## src/hw/rtl/ucrh_pkg.sv

```systemverilog
// Shared types, request codes and helpers for the USB control request handler.
package ucrh_pkg;

  localparam int EP_COUNT = 7;

  localparam logic [2:0] ACT_ACK        = 3'd0;
  localparam logic [2:0] ACT_DATA       = 3'd1;
  localparam logic [2:0] ACT_STALL      = 3'd2;
  localparam logic [2:0] ACT_DESC       = 3'd3;
  localparam logic [2:0] ACT_GET_REPORT = 3'd4;
  localparam logic [2:0] ACT_SET_REPORT = 3'd5;

  localparam logic [1:0] PHASE_DEFAULT    = 2'd0;
  localparam logic [1:0] PHASE_ADDRESS    = 2'd1;
  localparam logic [1:0] PHASE_CONFIGURED = 2'd2;

  localparam logic [7:0] FEAT_HALT   = 8'h00;
  localparam logic [7:0] FEAT_WAKEUP = 8'h01;

  localparam logic CFG_ENDPOINT_MASK = 1'b0;
  localparam logic CFG_MAX_CONFIG    = 1'b1;

  // {bRequest, bmRequestType}
  localparam logic [15:0] REQ_CLEAR_FEATURE_DEV = 16'h0100;
  localparam logic [15:0] REQ_SET_FEATURE_DEV   = 16'h0300;
  localparam logic [15:0] REQ_CLEAR_FEATURE_EP  = 16'h0102;
  localparam logic [15:0] REQ_SET_FEATURE_EP    = 16'h0302;
  localparam logic [15:0] REQ_GET_CONFIG        = 16'h0880;
  localparam logic [15:0] REQ_GET_DESC_DEV      = 16'h0680;
  localparam logic [15:0] REQ_GET_DESC_IFACE    = 16'h0681;
  localparam logic [15:0] REQ_GET_STATUS_DEV    = 16'h0080;
  localparam logic [15:0] REQ_GET_STATUS_EP     = 16'h0082;
  localparam logic [15:0] REQ_SET_ADDRESS       = 16'h0500;
  localparam logic [15:0] REQ_SET_CONFIG        = 16'h0900;
  localparam logic [15:0] REQ_HID_GET_REPORT    = 16'h01A1;
  localparam logic [15:0] REQ_HID_SET_REPORT    = 16'h0921;
  localparam logic [15:0] REQ_HID_GET_IDLE      = 16'h02A1;
  localparam logic [15:0] REQ_HID_SET_IDLE      = 16'h0A21;
  localparam logic [15:0] REQ_HID_GET_PROTOCOL  = 16'h03A1;
  localparam logic [15:0] REQ_HID_SET_PROTOCOL  = 16'h0B21;

  typedef struct packed {
    logic [7:0]  request_type;
    logic [7:0]  request_code;
    logic [15:0] setup_value;
    logic [15:0] setup_index;
    logic [15:0] setup_length;
  } setup_t;

  typedef struct packed {
    logic [2:0]  action;
    logic [1:0]  reply_count;
    logic [7:0]  reply_first;
    logic [7:0]  reply_second;
    logic        apply_address;
    logic [6:0]  new_address;
    logic        toggle_reset;
    logic [3:0]  toggle_endpoint;
    logic [15:0] forward_value;
    logic [15:0] forward_length;
  } result_t;

  typedef struct packed {
    logic [1:0]          phase;
    logic [7:0]          config_value;
    logic                wakeup;
    logic [EP_COUNT-1:0] halt;
    logic [7:0]          idle_rate;
    logic                protocol;
    logic [6:0]          address;
  } dev_state_t;

  typedef struct packed {
    logic [EP_COUNT-1:0] endpoint_mask;
    logic [7:0]          max_config;
  } cfg_t;

  function automatic logic [1:0] clip_count(input logic [1:0] size, input logic [15:0] len);
    clip_count = (len < {14'd0, size}) ? len[1:0] : size;
  endfunction

endpackage

```

## src/hw/rtl/ucrh_setup_if.sv

```systemverilog
// Setup packet channel: valid/ready handshake with the five setup fields.
interface ucrh_setup_if;
  logic        valid;
  logic        ready;
  logic [7:0]  request_type;
  logic [7:0]  request_code;
  logic [15:0] setup_value;
  logic [15:0] setup_index;
  logic [15:0] setup_length;

  modport source (output valid, request_type, request_code, setup_value, setup_index,
                  setup_length, input ready);
  modport sink (input valid, request_type, request_code, setup_value, setup_index,
                setup_length, output ready);
endinterface

```

## src/hw/rtl/ucrh_result_if.sv

```systemverilog
// Result channel: valid/ready handshake with the decoded response fields.
interface ucrh_result_if;
  logic        valid;
  logic        ready;
  logic [2:0]  action;
  logic [1:0]  reply_count;
  logic [7:0]  reply_first;
  logic [7:0]  reply_second;
  logic        apply_address;
  logic [6:0]  new_address;
  logic        toggle_reset;
  logic [3:0]  toggle_endpoint;
  logic [15:0] forward_value;
  logic [15:0] forward_length;

  modport source (output valid, action, reply_count, reply_first, reply_second,
                  apply_address, new_address, toggle_reset, toggle_endpoint,
                  forward_value, forward_length, input ready);
  modport sink (input valid, action, reply_count, reply_first, reply_second,
                apply_address, new_address, toggle_reset, toggle_endpoint,
                forward_value, forward_length, output ready);
endinterface

```

## src/hw/rtl/ucrh_decode.sv

```systemverilog
// Request decoder: maps one setup packet and the device state to a result and next state.
module ucrh_decode import ucrh_pkg::*; (
  input  setup_t     req,
  input  dev_state_t state,
  input  cfg_t       cfg,
  output result_t    res,
  output dev_state_t state_next
);

  logic [15:0] key;
  logic [7:0]  lo;
  logic [3:0]  ep;
  logic        ep_bad;
  logic        ep_on;
  logic [2:0]  act;

  assign key    = {req.request_code, req.request_type};
  assign lo     = req.setup_value[7:0];
  assign ep     = req.setup_index[3:0];
  assign ep_bad = (ep == 4'd0) || ({28'd0, ep} >= EP_COUNT);
  assign ep_on  = ({28'd0, ep} < EP_COUNT) && cfg.endpoint_mask[ep[2:0]];

  always_comb begin
    res        = '0;
    state_next = state;
    act        = ACT_ACK;
    case (key)
      REQ_CLEAR_FEATURE_DEV: begin
        if (lo == FEAT_WAKEUP) state_next.wakeup = 1'b0;
        else act = ACT_STALL;
      end
      REQ_SET_FEATURE_DEV: begin
        if (lo == FEAT_WAKEUP) state_next.wakeup = 1'b1;
        else act = ACT_STALL;
      end
      REQ_CLEAR_FEATURE_EP: begin
        if (lo != FEAT_HALT || ep_bad) begin
          act = ACT_STALL;
        end else if (ep_on) begin
          state_next.halt[ep[2:0]] = 1'b0;
          res.toggle_reset         = 1'b1;
          res.toggle_endpoint      = ep;
        end
      end
      REQ_SET_FEATURE_EP: begin
        if (lo != FEAT_HALT || ep_bad) act = ACT_STALL;
        else if (ep_on) state_next.halt[ep[2:0]] = 1'b1;
      end
      REQ_GET_CONFIG: begin
        if (state.phase == PHASE_ADDRESS || state.phase == PHASE_CONFIGURED) begin
          act             = ACT_DATA;
          res.reply_count = clip_count(2'd1, req.setup_length);
          res.reply_first = (state.phase == PHASE_CONFIGURED) ? state.config_value : 8'd0;
        end else begin
          act = ACT_STALL;
        end
      end
      REQ_GET_DESC_DEV, REQ_GET_DESC_IFACE: begin
        act = ACT_DESC;
      end
      REQ_GET_STATUS_DEV: begin
        act             = ACT_DATA;
        res.reply_count = clip_count(2'd2, req.setup_length);
        res.reply_first = {6'd0, state.wakeup, 1'b0};
      end
      REQ_GET_STATUS_EP: begin
        if ({28'd0, ep} >= EP_COUNT) begin
          act = ACT_STALL;
        end else begin
          act             = ACT_DATA;
          res.reply_count = clip_count(2'd2, req.setup_length);
          res.reply_first = {7'd0, state.halt[ep[2:0]]};
        end
      end
      REQ_SET_ADDRESS: begin
        state_next.address = req.setup_value[6:0];
        state_next.phase   = PHASE_ADDRESS;
        res.apply_address  = 1'b1;
        res.new_address    = state_next.address;
      end
      REQ_SET_CONFIG: begin
        if (lo > cfg.max_config) begin
          act = ACT_STALL;
        end else begin
          state_next.config_value = lo;
          state_next.phase        = (lo != 8'd0) ? PHASE_CONFIGURED : PHASE_ADDRESS;
        end
      end
      REQ_HID_GET_REPORT: begin
        act = ACT_GET_REPORT;
      end
      REQ_HID_SET_REPORT: begin
        act = ACT_SET_REPORT;
      end
      REQ_HID_GET_IDLE: begin
        act             = ACT_DATA;
        res.reply_count = clip_count(2'd1, req.setup_length);
        res.reply_first = state.idle_rate;
      end
      REQ_HID_SET_IDLE: begin
        state_next.idle_rate = req.setup_value[15:8];
      end
      REQ_HID_GET_PROTOCOL: begin
        act             = ACT_DATA;
        res.reply_count = clip_count(2'd1, req.setup_length);
        res.reply_first = {7'd0, state.protocol};
      end
      REQ_HID_SET_PROTOCOL: begin
        state_next.protocol = (lo != 8'd0);
      end
      default: begin
        act = ACT_STALL;
      end
    endcase
    res.action = act;
    if (act == ACT_DESC || act == ACT_GET_REPORT || act == ACT_SET_REPORT) begin
      res.forward_value  = req.setup_value;
      res.forward_length = req.setup_length;
    end
  end

endmodule

```

## src/hw/rtl/usb_control_request_handler.sv

```systemverilog
// USB control request handler top level: input register, decoder, result register.
//
// Usage:
//   setup  - sink channel; one beat is one 8-byte SETUP packet.
//   result - source channel; one beat per packet: action, reply bytes,
//            address and toggle side effects, forwarded wValue/wLength.
//   cfg_write/cfg_index/cfg_data - register writes: index 0 is the enabled
//            endpoint mask, index 1 the highest accepted configuration.
//            Write only while no packet is in flight.
// Throughput: one packet per cycle; the input register feeds the decoder and
//   the result register, and both stages advance whenever the result stage
//   is empty or its beat is taken.
// Reset (rst, synchronous): both stages empty, device in default state with
//   configuration 0, address 0, no halts, idle rate 0, report protocol, the
//   endpoint mask cleared and the configuration limit at 1.
// Stall: while result.ready is low the result beat holds, the input register
//   fills, and setup.ready drops until the result stage drains.
module usb_control_request_handler import ucrh_pkg::*; (
  input  logic                clk,
  input  logic                rst,
  ucrh_setup_if.sink          setup,
  ucrh_result_if.source       result,
  input  logic                cfg_write,
  input  logic                cfg_index,
  input  logic [7:0]          cfg_data
);

  logic       in_valid;
  setup_t     in_item;
  logic       out_valid;
  result_t    out_item;
  dev_state_t state;
  dev_state_t state_next;
  result_t    res_next;
  cfg_t       cfg;
  logic       out_free;
  logic       fire;

  assign out_free    = !out_valid || result.ready;
  assign fire        = in_valid && out_free;
  assign setup.ready = !in_valid || out_free;

  ucrh_decode u_decode (
    .req        (in_item),
    .state      (state),
    .cfg        (cfg),
    .res        (res_next),
    .state_next (state_next)
  );

  always_ff @(posedge clk) begin
    if (rst) begin
      in_valid  <= 1'b0;
      out_valid <= 1'b0;
      state     <= '{phase: PHASE_DEFAULT, config_value: 8'd0, wakeup: 1'b0,
                     halt: '0, idle_rate: 8'd0, protocol: 1'b1, address: 7'd0};
      cfg       <= '{endpoint_mask: '0, max_config: 8'd1};
    end else begin
      if (setup.ready) begin
        in_valid <= setup.valid;
      end
      if (out_free) begin
        out_valid <= in_valid;
      end
      if (fire) begin
        state <= state_next;
      end
      if (cfg_write) begin
        case (cfg_index)
          CFG_ENDPOINT_MASK: cfg.endpoint_mask <= cfg_data[EP_COUNT-1:0];
          CFG_MAX_CONFIG:    cfg.max_config    <= cfg_data;
          default:           cfg               <= cfg;
        endcase
      end
    end
  end

  always_ff @(posedge clk) begin
    if (setup.ready && setup.valid) begin
      in_item <= '{request_type: setup.request_type, request_code: setup.request_code,
                   setup_value: setup.setup_value, setup_index: setup.setup_index,
                   setup_length: setup.setup_length};
    end
    if (fire) begin
      out_item <= res_next;
    end
  end

  assign result.valid           = out_valid;
  assign result.action          = out_item.action;
  assign result.reply_count     = out_item.reply_count;
  assign result.reply_first     = out_item.reply_first;
  assign result.reply_second    = out_item.reply_second;
  assign result.apply_address   = out_item.apply_address;
  assign result.new_address     = out_item.new_address;
  assign result.toggle_reset    = out_item.toggle_reset;
  assign result.toggle_endpoint = out_item.toggle_endpoint;
  assign result.forward_value   = out_item.forward_value;
  assign result.forward_length  = out_item.forward_length;

endmodule

```

## src/flat_wrapper.sv

```systemverilog
// flat-port wrapper written by rule: the top's interface ports become plain ports
module usb_control_request_handler_flat import ucrh_pkg::*;
  (clk, rst, cfg_write, cfg_index, cfg_data, setup_valid, setup_request_type, setup_request_code, setup_setup_value, setup_setup_index, setup_setup_length, setup_ready, result_valid, result_action, result_reply_count, result_reply_first, result_reply_second, result_apply_address, result_new_address, result_toggle_reset, result_toggle_endpoint, result_forward_value, result_forward_length, result_ready);
  ucrh_setup_if setup_i ();
  ucrh_result_if result_i ();
  input  logic clk;
  input  logic rst;
  input  logic cfg_write;
  input  logic cfg_index;
  input  logic [7:0] cfg_data;
  input wire logic [$bits(setup_i.valid)-1:0] setup_valid;
  input wire logic [$bits(setup_i.request_type)-1:0] setup_request_type;
  input wire logic [$bits(setup_i.request_code)-1:0] setup_request_code;
  input wire logic [$bits(setup_i.setup_value)-1:0] setup_setup_value;
  input wire logic [$bits(setup_i.setup_index)-1:0] setup_setup_index;
  input wire logic [$bits(setup_i.setup_length)-1:0] setup_setup_length;
  output wire logic [$bits(setup_i.ready)-1:0] setup_ready;
  output wire logic [$bits(result_i.valid)-1:0] result_valid;
  output wire logic [$bits(result_i.action)-1:0] result_action;
  output wire logic [$bits(result_i.reply_count)-1:0] result_reply_count;
  output wire logic [$bits(result_i.reply_first)-1:0] result_reply_first;
  output wire logic [$bits(result_i.reply_second)-1:0] result_reply_second;
  output wire logic [$bits(result_i.apply_address)-1:0] result_apply_address;
  output wire logic [$bits(result_i.new_address)-1:0] result_new_address;
  output wire logic [$bits(result_i.toggle_reset)-1:0] result_toggle_reset;
  output wire logic [$bits(result_i.toggle_endpoint)-1:0] result_toggle_endpoint;
  output wire logic [$bits(result_i.forward_value)-1:0] result_forward_value;
  output wire logic [$bits(result_i.forward_length)-1:0] result_forward_length;
  input wire logic [$bits(result_i.ready)-1:0] result_ready;
  assign setup_i.valid = setup_valid;
  assign setup_i.request_type = setup_request_type;
  assign setup_i.request_code = setup_request_code;
  assign setup_i.setup_value = setup_setup_value;
  assign setup_i.setup_index = setup_setup_index;
  assign setup_i.setup_length = setup_setup_length;
  assign setup_ready = setup_i.ready;
  assign result_valid = result_i.valid;
  assign result_action = result_i.action;
  assign result_reply_count = result_i.reply_count;
  assign result_reply_first = result_i.reply_first;
  assign result_reply_second = result_i.reply_second;
  assign result_apply_address = result_i.apply_address;
  assign result_new_address = result_i.new_address;
  assign result_toggle_reset = result_i.toggle_reset;
  assign result_toggle_endpoint = result_i.toggle_endpoint;
  assign result_forward_value = result_i.forward_value;
  assign result_forward_length = result_i.forward_length;
  assign result_i.ready = result_ready;
  usb_control_request_handler u_core (.clk(clk), .rst(rst), .setup(setup_i), .result(result_i), .cfg_write(cfg_write), .cfg_index(cfg_index), .cfg_data(cfg_data));
endmodule
```

## config.mk

```make
export PLATFORM = sky130hd
export DESIGN_NAME = usb_control_request_handler_flat
export DESIGN_NICKNAME = d
export VERILOG_FILES = /design/src/hw/rtl/ucrh_pkg.sv /design/src/hw/rtl/ucrh_setup_if.sv /design/src/hw/rtl/ucrh_result_if.sv /design/src/hw/rtl/ucrh_decode.sv /design/src/hw/rtl/usb_control_request_handler.sv /design/src/flat_wrapper.sv
export SDC_FILE = /design/constraint.sdc
export NUM_CORES = 1
export LEC_CHECK = 0
export BUFFER_PORTS_ARGS = -buffer_cell sky130_fd_sc_hd__buf_2
export CAP_MARGIN = 20
export CELL_PAD_IN_SITES_DETAIL_PLACEMENT = 0
export CELL_PAD_IN_SITES_GLOBAL_PLACEMENT = 1
export CORE_ASPECT_RATIO = 1.1
export CORE_MARGIN = 2
export CORE_UTILIZATION = 43
export DETAILED_ROUTE_END_ITERATION = 6
export HOLD_SLACK_MARGIN = 0.03
export PLACE_DENSITY = 0.77
export REMOVE_ABC_BUFFERS = 1
export SKIP_CTS_REPAIR_TIMING = 1
export SYNTH_ARGS = -nofsm -noshare
export SYNTH_HDL_FRONTEND = slang
export SYNTH_SLANG_ARGS = --single-unit
export TNS_END_PERCENT = 10
```

## constraint.sdc

```tcl
create_clock -name clk -period 4 [get_ports clk]
set_input_delay 0.8 -clock clk [delete_from_list [all_inputs] [get_ports clk]]
set_output_delay 0.8 -clock clk [all_outputs]
set_load 0.01 [all_outputs]
```

==> flow_summary.ini <==
[grt]
antenna_found_initial = 0
grt_pass1_wl_um = 20800
grt_max_degree = 59
grt_pass1_vias = 4068
grt_usage = 0.171
gr-total-overflow = 0

[routing]
vias = 4150
drc = 0
viasPerCell = 5.04
drt-total-wl_um = 12900
ant_nets = 0
firstDrtPassIters = 4
routedWlPerCell_um = 15.7
drt_iter0_markers = 228

[worst_setup_path]
critPathTopFamily = simple AND/OR/NAND/NOR gates
critPathMaxFanout = 31
reg2reg_depth = 6
startpoint_type = register
slowest_stage = nor4_2
worstSetupPathDepth = 6
worstSetupPathType = register to register
regToRegEndpoint = u_core.result.forward_value[14]
required_ns = 4.27
crit_end = u_core.result.forward_value[14]
cp_num_buf_inv = 1
arrival_ns = 2.83
max_stage_delay_ns = 0.69
cp_cell_sequence = nor4_2, nand4_1, nor4_1, nor2_2, buf_4, nor2b_1
crit_start = u_core.in_item[53]
ff2ff_setup_slack_ns = 1.44
reg2reg_from = u_core.in_item[53]
endpoint_kind = register

[synthesis]
ys_seq_area_frac = 0.655
syn-cell-area_sq_mm = 0.00639
synth_top_area_share = 0.517
synth-edff-count = 110
synth_cell_types = 57
yosysTopAreaCell = edfxtp_1
ys_ff_latch = 154
ys.flop_type = edfxtp_1
yosys-top-cells-area = edfxtp_1 (52%), dfxtp_1 (14%), mux2i_1 (5.3%)
synthCells = 492
synth_warnings = 0
synthArstFlopShare = 0
syn-mean-instance-area_sq_um = 13.0

[worst_hold_path]
min-delay-start = u_core.cfg[7]
hold_path.class = register to register

[floorplan]
initial_core_util = 0.441
dieArea_sq_mm = 0.0159
coreArea_sq_mm = 0.0145
io_pins = 146
rows = 46
die_w_um = 120
die-height_um = 132

[timing]
hold_viol = 0
finalCritPeriodShare = 0.641
finalSetupViolations = 0
post-route-min-period_ns = 2.56
relSlewSlack = 0.468
slew_viol_final = 0
fin_worst_skew_ns = 0.00994
rsz0062_at_grt = false
fmax_mhz = 390
worst_pin_slew_ns = 0.798
fin_setup_tns_ns = 0

[layout]
multi_input_area_sq_mm = 0.00206
num_antenna_cells = 0
drive_gt1_frac = 0.277
ff_latch_area_sq_mm = 0.00418
fin_util = 0.534
layout.nets = 706
synthToLayoutAreaGrowth_pct = 21.2
fillers = 1298

[power_and_ir_drop]
power.share.switching = 0.224
internal_power_w = 0.00276
power_density_mw_per_mm2 = 458
p_clk_frac = 0.432
comb_power_share = 0.055
ir_drop_v = 0.000266
p_leak_nw = 2.90
seq_power_share = 0.514
p_sw_w = 0.000794

[clock_network]
cts_buffer_depth = 2
cts_tree = built
cts_buffers = 17
clkLatencyLatePin_ns = 0.42
cts_sinks = 154
htreeDepth = 4
clk_pin_slew_ns = 0.06
root_buffer = clkbuf_16

[place]
place.gp.congestion = 0.871
dpl.hpwl_um = 9200
io_buffer_count = 125

[job]
maxCapViolCount = 0

[status]
outcome = finished, final reports clean
## kinds of logic after synthesis
logic type	count (synthesis)	share of synthesized area
xor gates and xnor gates	1	0.00137
buffers and inverters	41	0.0292
muxes	36	0.0603
other	1	0.000587
DFF	154	0.655
and+or+nand+nor	205	0.185
AOI/OAI and AO/OA	45	0.0515
adders and majority gates	9	0.0176
## synth_stat cells (3+ instances only)
master / n
mux2i_1: 34
nor2_1: 44
nand2_1: 25
and3_1: 5
nor4_1: 9
a22o_1: 6
a21oi_1: 13
nor2b_1: 37
and2_1: 12
inv_1: 13
a211oi_1: 3
nor3_1: 12
dfxtp_1: 44
ha_1: 9
nand2b_1: 14
or4_1: 3
a211o_1: 3
buf_1: 3
clkbuf_1: 15
o21ai_0: 5
nand4b_1: 4
nand4_1: 8
edfxtp_1: 110
nand3_1: 14
buf_4: 8
## sequential cells by signal, indices dropped and copies added, names as in the netlist, named ones only
register and count:
u_core.in_item 52, u_core.result.reply_count 2, u_core.result.forward_length 16, u_core.result.action 3, u_core.result.new_address 7, u_core.result.reply_first 8, u_core.result.forward_value 16, u_core.result.toggle_reset 1
u_core.result.apply_address 1, u_core.result.toggle_endpoint 4, u_core.in_valid 1, u_core.result.valid 1, u_core.cfg 15, u_core.state 20
## tightest hold or removal path, stage by stage (launching register included)
cell and delay, ns:
dfxtp_1 0.31, nand2_1 0.05, a21oi_1 0.05
## power groups by stage
stage               sequential, W  clock (W)  combinational (W)
detailed placement        0.00186          0           0.000195
CTS                       0.00182    0.00156           0.000196
floorplan                 0.00187          0          0.0000852
global route              0.00183    0.00162           0.000215
global placement          0.00186          0           0.000191
finish                    0.00182    0.00153           0.000194
## layout make-up
type,instances,share of cell area
Timing Repair Buffer,128,0.0836
Clock buffer,22,0.0643
Tap cell,192,0.0310
Clock inverter,10,0.00953
Multi-Input combinational cell,305,0.265
Sequential cell,154,0.540
Inverter,13,0.00630
## stage by stage
| step | power [W] | area, sq um | worst slack, ns | hold WS [ns] | std cells |
|---|---|---|---|---|---|
| 4_1_cts | 0.00358 | 7750 | 1.37 | 0.458 | 824 |
| 2_1_floorplan | 0.00195 | 6280 | 0.518 | 0.430 | 472 |
| 3_5_place_dp | 0.00205 | 7180 | 1.41 | 0.450 | 792 |
| 3_3_place_gp | 0.00205 | 7180 | 1.48 | 0.451 | 792 |
| 6_report | 0.00355 | 7750 | 1.44 | 0.457 | 824 |
| 5_1_grt | 0.00367 | 7750 | 1.10 | 0.473 | 824 |
## cells in the final DEF (no fill, tap or decap), drive strengths merged, types with 2 or more instances in the layout
| cell | Yosys | routed |
|---|---|---|
| buf | 13 | 128 |
| edfxtp | 110 | 110 |
| nor2 | 45 | 45 |
| dfxtp | 44 | 44 |
| nor2b | 37 | 37 |
| mux2i | 34 | 34 |
| nand2 | 25 | 25 |
| clkbuf | 15 | 22 |
| inv | 13 | 21 |
| nand2b | 14 | 14 |
| nand3 | 14 | 14 |
| a21oi | 13 | 13 |
| nor3 | 13 | 13 |
| and2 | 12 | 12 |
| nor4 | 12 | 12 |
| ha | 9 | 9 |
| conb | 1 | 9 |
| nand4 | 9 | 9 |
| a22o | 6 | 6 |
| o21ai | 5 | 5 |
| and3 | 5 | 5 |
| nand4b | 4 | 4 |
| or4 | 4 | 4 |
| a211oi | 4 | 4 |
| a211o | 3 | 3 |
| or3 | 2 | 2 |
| o22a | 2 | 2 |
| and4 | 2 | 2 |
| o211ai | 2 | 2 |
| mux4 | 2 | 2 |
| nor3b | 2 | 2 |
| clkinv | 0 | 2 |
## worst min-delay path by stage
stage | to | slack [ns] | depth (start not counted)
after floorplan | u_core.cfg[1] | 0.43 | 2
after global placement | u_core.cfg[5] | 0.45 | 2
after detailed placement | u_core.cfg[3] | 0.45 | 2
after CTS | u_core.cfg[3] | 0.46 | 2
after global routing | register | 0.47 | 1
final | u_core.cfg[7] | 0.46 | 2
## metal layers
layer / up-vias / GRT usage / part of all wire
met5: - / 0 / 0
met4: 0 / 0.0665 / 0.018
met3: 18 / 0.0381 / 0.041
met2: 102 / 0.295 / 0.51
met1: 1974 / 0.206 / 0.43
li1: 2056 / - / -
No activity file was read; power rests on OpenSTA's default activity.
